[config.mk]
export PLATFORM = sky130hd
export DESIGN_NAME = nsf_queue
export DESIGN_NICKNAME = d
export VERILOG_FILES = /design/src/hdl/nsf_pkg.sv /design/src/hdl/nsf_queue.sv
export SDC_FILE = /design/constraint.sdc
export NUM_CORES = 1
export LEC_CHECK = 0
export ABC_AREA = 1
export BUFFER_PORTS_ARGS = -buffer_cell sky130_fd_sc_hd__buf_2
export CORE_ASPECT_RATIO = 0.75
export CORE_MARGIN = 2
export CORE_UTILIZATION = 35
export CTS_BUF_LIST = sky130_fd_sc_hd__clkbuf_16
export DETAILED_ROUTE_END_ITERATION = 16
export PLACE_DENSITY_LB_ADDON = 0.25
export SLEW_MARGIN = 15
export SYNTH_ARGS = -nofsm -noshare
export SYNTH_HDL_FRONTEND = slang
export SYNTH_SLANG_ARGS = --single-unit
[constraint.sdc]
create_clock -name clk -period 6.1 [get_ports clk]
set_input_delay 0.61 -clock clk [delete_from_list [all_inputs] [get_ports clk]]
set_output_delay 0.61 -clock clk [all_outputs]
set_load 0.005 [all_outputs]
[src/hdl/nsf_pkg.sv]
`timescale 1ns / 1ps
package nsf_pkg;

  localparam logic [1:0] MODE_COLLAGEN = 2'd0;
  localparam logic [1:0] MODE_CIRC     = 2'd1;
  localparam logic [1:0] MODE_RADIAL   = 2'd2;
  localparam logic [1:0] MODE_COMP     = 2'd3;

  localparam logic [28:0] COEF_A     = 29'd304309862;
  localparam logic [28:0] COEF_ETA   = 29'd325000000;
  localparam logic [29:0] RATE_B0    = 30'd838261853;
  localparam logic [29:0] RATE_B1    = 30'd963960269;
  localparam logic [29:0] RATE_B2    = 30'd375762664;
  localparam logic signed [31:0] KNEE_Q28 = 32'sd38923141;
  localparam logic [31:0] OFFSET_Q28 = 32'd33554432;
  localparam logic [30:0] LOG2E_Q30  = 31'd1549082005;
  localparam logic [29:0] LN2_Q30    = 30'd744261118;
  localparam logic [31:0] Q28_ONE    = 32'd268435456;
  localparam logic [31:0] Q30_ONE    = 32'd1073741824;
  localparam logic [31:0] STRAIN_MAX = 32'h7FFF_FFFF;

  localparam int QUEUE_DEPTH = 4;

  typedef enum logic [1:0] {
    KIND_ZERO = 2'd0,
    KIND_NEG  = 2'd1,
    KIND_LIN  = 2'd2,
    KIND_EXP  = 2'd3
  } kind_t;

  typedef struct packed {
    kind_t             kind;
    logic              bad;
    logic              clip_sat;
    logic [1:0]        mode;
    logic [31:0]       kappa;
    logic signed [31:0] strain;
  } item_t;

  function automatic logic [31:0] pow2_quarter(input logic [1:0] idx);
    logic [31:0] v;
    case (idx)
      2'd0: v = 32'd1073741824;
      2'd1: v = 32'd1276901417;
      2'd2: v = 32'd1518500250;
      2'd3: v = 32'd1805811301;
      default: v = 32'd1073741824;
    endcase
    return v;
  endfunction

endpackage

[src/hdl/nsf_queue.sv]
`timescale 1ns / 1ps
module nsf_queue (
  input  logic           clk,
  input  logic           rst_n,
  input  logic           push,
  input  nsf_pkg::item_t din,
  input  logic           pop,
  output nsf_pkg::item_t dout,
  output logic           empty,
  output logic           full
);

  localparam int DEPTH = nsf_pkg::QUEUE_DEPTH;
  localparam int AW    = $clog2(DEPTH);

  nsf_pkg::item_t mem_r [DEPTH];
  logic [AW-1:0]  wr_ptr_r, rd_ptr_r;
  logic [AW:0]    cnt_r, cnt_nxt;
  logic           do_push, do_pop;

  assign empty   = (cnt_r == '0);
  assign full    = (cnt_r == (AW+1)'(DEPTH));
  assign do_push = push && !full;
  assign do_pop  = pop && !empty;
  assign dout    = mem_r[rd_ptr_r];
  assign cnt_nxt = cnt_r + (AW+1)'(do_push) - (AW+1)'(do_pop);

  always_ff @(posedge clk) begin
    if (!rst_n) begin
      wr_ptr_r <= '0;
      rd_ptr_r <= '0;
      cnt_r    <= '0;
    end else begin
      if (do_push) wr_ptr_r <= wr_ptr_r + 1'b1;
      if (do_pop)  rd_ptr_r <= rd_ptr_r + 1'b1;
      cnt_r <= cnt_nxt;
    end
  end

  always_ff @(posedge clk) begin
    if (do_push) mem_r[wr_ptr_r] <= din;
  end

  a_no_overflow: assert property (@(posedge clk) disable iff (!rst_n) !(push && full))
    else $error("item pushed into full queue");
  a_no_underflow: assert property (@(posedge clk) disable iff (!rst_n) !(pop && empty))
    else $error("item popped from empty queue");
  a_cnt_bound: assert property (@(posedge clk) disable iff (!rst_n)
      cnt_r <= (AW+1)'(DEPTH) && (cnt_r == (AW+1)'(AW'(wr_ptr_r - rd_ptr_r)) || full))
    else $error("queue count out of step with pointers");

endmodule

After elaboration in Yosys (flattened, before gate mapping)
Memory sizes are Yosys's and may differ from the RTL's. A register that Yosys moved wholly into a read port is not among the register bits.
Cells that the tools add are included.
{"block": "word_totals", "in_bits": 74, "output_inout_bits": 72, "word_cells": 18, "ram_bits": 280, "mem_count": 1, "latch_bits": 0, "romBits": 0, "regBits": 7}
{"memory": "mem_r", "words": 4, "word_bits": 70, "rd": 1, "rd_ports_with_merged_regs": 1, "write_ports": 1, "line_no": "nsf_queue.sv:16", "source": "nsf_pkg::item_t mem_r [DEPTH];"}
{"block": "classes", "bitwise": 0, "div": 0, "multipliers": 0, "order_cmp": 0, "addsub": 4, "eq_ne": 1, "shifts": 0, "n_reduce_logical": 5, "mux": 4}
{"cell": "adder 2 x 1 -> 2 bit, second input constant", "n": 2}
{"cell": "two-way mux 2 bit", "n": 2}
{"cell": "adder 3 x 1 -> 3 bit", "n": 1}
{"cell": "equality test 3 bit, second input constant", "n": 1}
{"cell": "zero test 3 bit", "n": 1}
{"cell": "subtractor 3 x 1 -> 3 bit", "n": 1}
{"cell": "logical AND 1 bit", "n": 2}
{"cell": "zero test 1 bit", "n": 2}
{"cell": "two-way mux 1 bit", "n": 2}

Logic depth before layout (Yosys ltp)
{"block": "logic_depth", "ltp_word": 5, "depth_mapped": 11, "depth_no_buf": 11}

Worst setup path before layout
No wires, ideal clock.
{"block": "synth_path", "path_type": "input -> register", "from": "input push", "to": "memory mem_r[0][0] (netlist name), enable pin", "arrival_ns": 3.652, "slack_ns": 1.949, "setup_ns": 0.499, "path_buffers": 0, "stages": 2, "t_required_ns": 5.601, "path_cell_list": "nand2_1 > nor2_1"}
{"block": "synth_via", "elab_chain_cells": 3}
{"item": "start, declared", "line_no": "nsf_queue.sv:5", "source": "input logic push,"}
{"item": "logical AND 1 bit", "line_no": "nsf_queue.sv:23", "source": "assign do_push = push && !full;"}
{"item": "two-way mux 1 bit", "line_no": "nsf_queue.sv:41", "source": "if (do_push) mem_r[wr_ptr_r] <= din;"}
{"item": "two-way mux 1 bit (implied by the code)", "line_no": "nsf_queue.sv:41"}
{"item": "end, declared", "line_no": "nsf_queue.sv:16"}
No other way between the ends.

==> impl_metrics.ini <==
[outcome]
outcome = complete, no violations

[power_and_ir_drop]
ir_drop_uv = 253
leakage_nw = 4.60
total_power_mw = 5.43
internal-power_mw = 3.83
powerDensity_mw_per_mm2 = 405
pwr-share-clk = 0.316
seq_power_share = 0.459
p_comb_frac = 0.226
switching_power_mw = 1.60
swShare = 0.294

[routing]
antenna_left = 0
wl_um = 25100
drtPass1Iterations = 4
routedWlPerCell_um = 18.5
vias = 6434
viasPerCell = 4.76
drt_iter0_drc = 457
drcViolationCount = 0

[synth]
syn_avg_cell_area_um2 = 15.4
synth_top_area_share = 0.736
synth_area_leader_cell = edfxtp_1
postSynthCellCount = 744
synth_cell_type_count = 19
synth_area_mm2 = 0.0114
synth.area.top_cells = edfxtp_1, o21ai_0, o22ai_2, nor2_4, nor2_1
ys_ff_latch = 289
yosysSeqAreaShare = 0.751
syn_nets = 825
yosysWarnings = 0

[floorplan]
initial_core_util = 0.355
io_pins = 146
core-area_mm2 = 0.0322
num_rows = 57
fp.dieArea_mm2 = 0.0341
die_x_um = 213
die_h_um = 161

[setup_path]
worstPathRequired_ps = 5490
worstRegToRegCells = 5
rrSetupSlack_ps = 3260
worstPathArrival_ps = 3150
endpoint = dout[22]
worstReg2RegStart = cnt_r[1]
reg2reg_to = mem_r[2][15]
path_max_fanout = 108
critical_path_depth = 5
cp_num_buf_inv = 3
path_class = reg -> out
cpMaxStageDelayCell = inv_6
crit_family = buffers and inverters
slowest_delay_ps = 840
crit_chain = inv_6 -> buf_4 -> o21ai_0 -> o22ai_2 -> buf_2
worst_setup_path_end_kind = output pin
cp-start-kind = flop

[timing]
final-max-slew-violation-count = 0
relSlewSlack = 0.264
tightest_slew_ps = 1100
hold_viol = 0
skew_ps = 19.0
setup_viol = 0
finalCriticalPeriod_ps = 3760
period_share = 0.617
fmax_mhz = 266
rsz0062_at_grt = no
setup_tns_ps = 0

[global_route]
grt_max_degree = 109
grt.total_usage = 0.147
grt_pass1_vias = 6212
antenna_found_initial = 8
grt_overflow = 0
grt_first_pass_wirelength_um = 37900

[cells_and_area]
syn_to_final_growth_pct = 17.4
nets = 966
seq_area_mm2 = 0.00859
stdcell_count = 1353
layout_commonest_cell = edfxtp_1
multi_input_area_mm2 = 0.00248
fillCellCount = 3035
final_cell_mix = edfxtp_1, buf_2, o21ai_0, nor2_1, nor2_4
drive_above_1_share = 0.306
fin_area_mm2 = 0.0134

[clock_tree]
cts_root_buffer = clkbuf_16
cts_hold_buf = 0
cts_setup_buffers = 0
tritoncts = done
clk_latency_ps = 560
cts_made_buffers = 30
clock_path_buffers = 3
cts.sinks = 289
clk_pin_slew_worst_paths_ps = 60
htree_levels = 1
cts-resized-gates = 0

[placed_design]
gp_congestion = 0.723
post-dp-hpwl_um = 14100
placed_cell_area_mm2 = 0.0125
io_buffer_count = 145
dp.cells = 1295

[job]
cap_violations = 0

[min_path]
min_path_type = in -> reg
worstHoldStart = din[45]
[cells in the mapped netlist (all sizes together)]
| library cell | n |
|---|---|
| clkbuf | 21 |
| nand2 | 14 |
| nand3 | 4 |
| inv | 19 |
| fa | 1 |
| buf | 23 |
| dfxtp | 9 |
| o21ai | 140 |
| edfxtp | 280 |
| ha | 6 |
| nor2 | 152 |
| o22ai | 70 |
| a21oi | 5 |
[cells by family (layout without fill, tap and decap cells)]
group,count (synthesis),after routing,synth area share
buf+inv,63,227,0.0340
other cells,0,3,0
flops,289,289,0.751
compound gates,215,215,0.124
fa+ha+maj,7,7,0.00832
simple gates,170,170,0.0825
[power groups by stage]
stage	Clock (mW)	Combinational, mW	Sequential, mW
after detailed placement	0	1.27	2.53
after CTS	1.75	1.27	2.49
after global routing	1.84	1.38	2.51
after global placement	0	1.26	2.53
after floorplan	0	0.824	2.52
final	1.71	1.23	2.49
[layer usage]
metal	vias up	part of all wire	routed length (µm)	GRT usage
met5	-	0.0028	69	0
met4	10	0.017	438	0.0299
met3	43	0.059	1480	0.0407
met2	129	0.44	11100	0.220
met1	3181	0.48	11900	0.213
li1	3071	-	-	-
[layout make-up]
type                    count  share of cell area
diodes                      3            0.000559
clock buffers              31              0.0578
clock inverters            24              0.0110
inverters                  19             0.00569
multi-input cells         392               0.185
flip-flops and latches    289               0.640
well taps                 442              0.0412
repair buffers            153              0.0585
[sequential cells by signal, indices dropped and copies added, names as in the netlist, named ones only]
register and count:
cnt_r 3, mem_r 280, rd_ptr_r 2, wr_ptr_r 2
[per-stage QoR]
stage	setup slack, ps	util	hold WS [ps]
6_report	2340	0.416	262
5_1_grt	2090	0.416	244
2_1_floorplan	1950	-	448
3_3_place_gp	2940	0.387	468
3_5_place_dp	2870	0.387	487
4_1_cts	2270	0.416	240
[how the worst min path moves through the flow]
stage / cells after the start / slack [ps] / to
finish: 1 / 260 / mem_r[0][45]
global route: 1 / 240 / mem_r[3][45]
CTS: 1 / 240 / mem_r[0][45]
detailed placement: 2 / 490 / rd_ptr_r[0]
global placement: 2 / 470 / rd_ptr_r[0]
floorplan: 2 / 450 / flop
[worst register-to-register path: stages, from the launching register on]
cell and delay [ps]:
dfxtp_1 360, nor2_1 70, nand2_1 170, nand2_1 280, nor2_4 880, buf_4 640
Note: power is estimated with default switching activity, not from simulation.
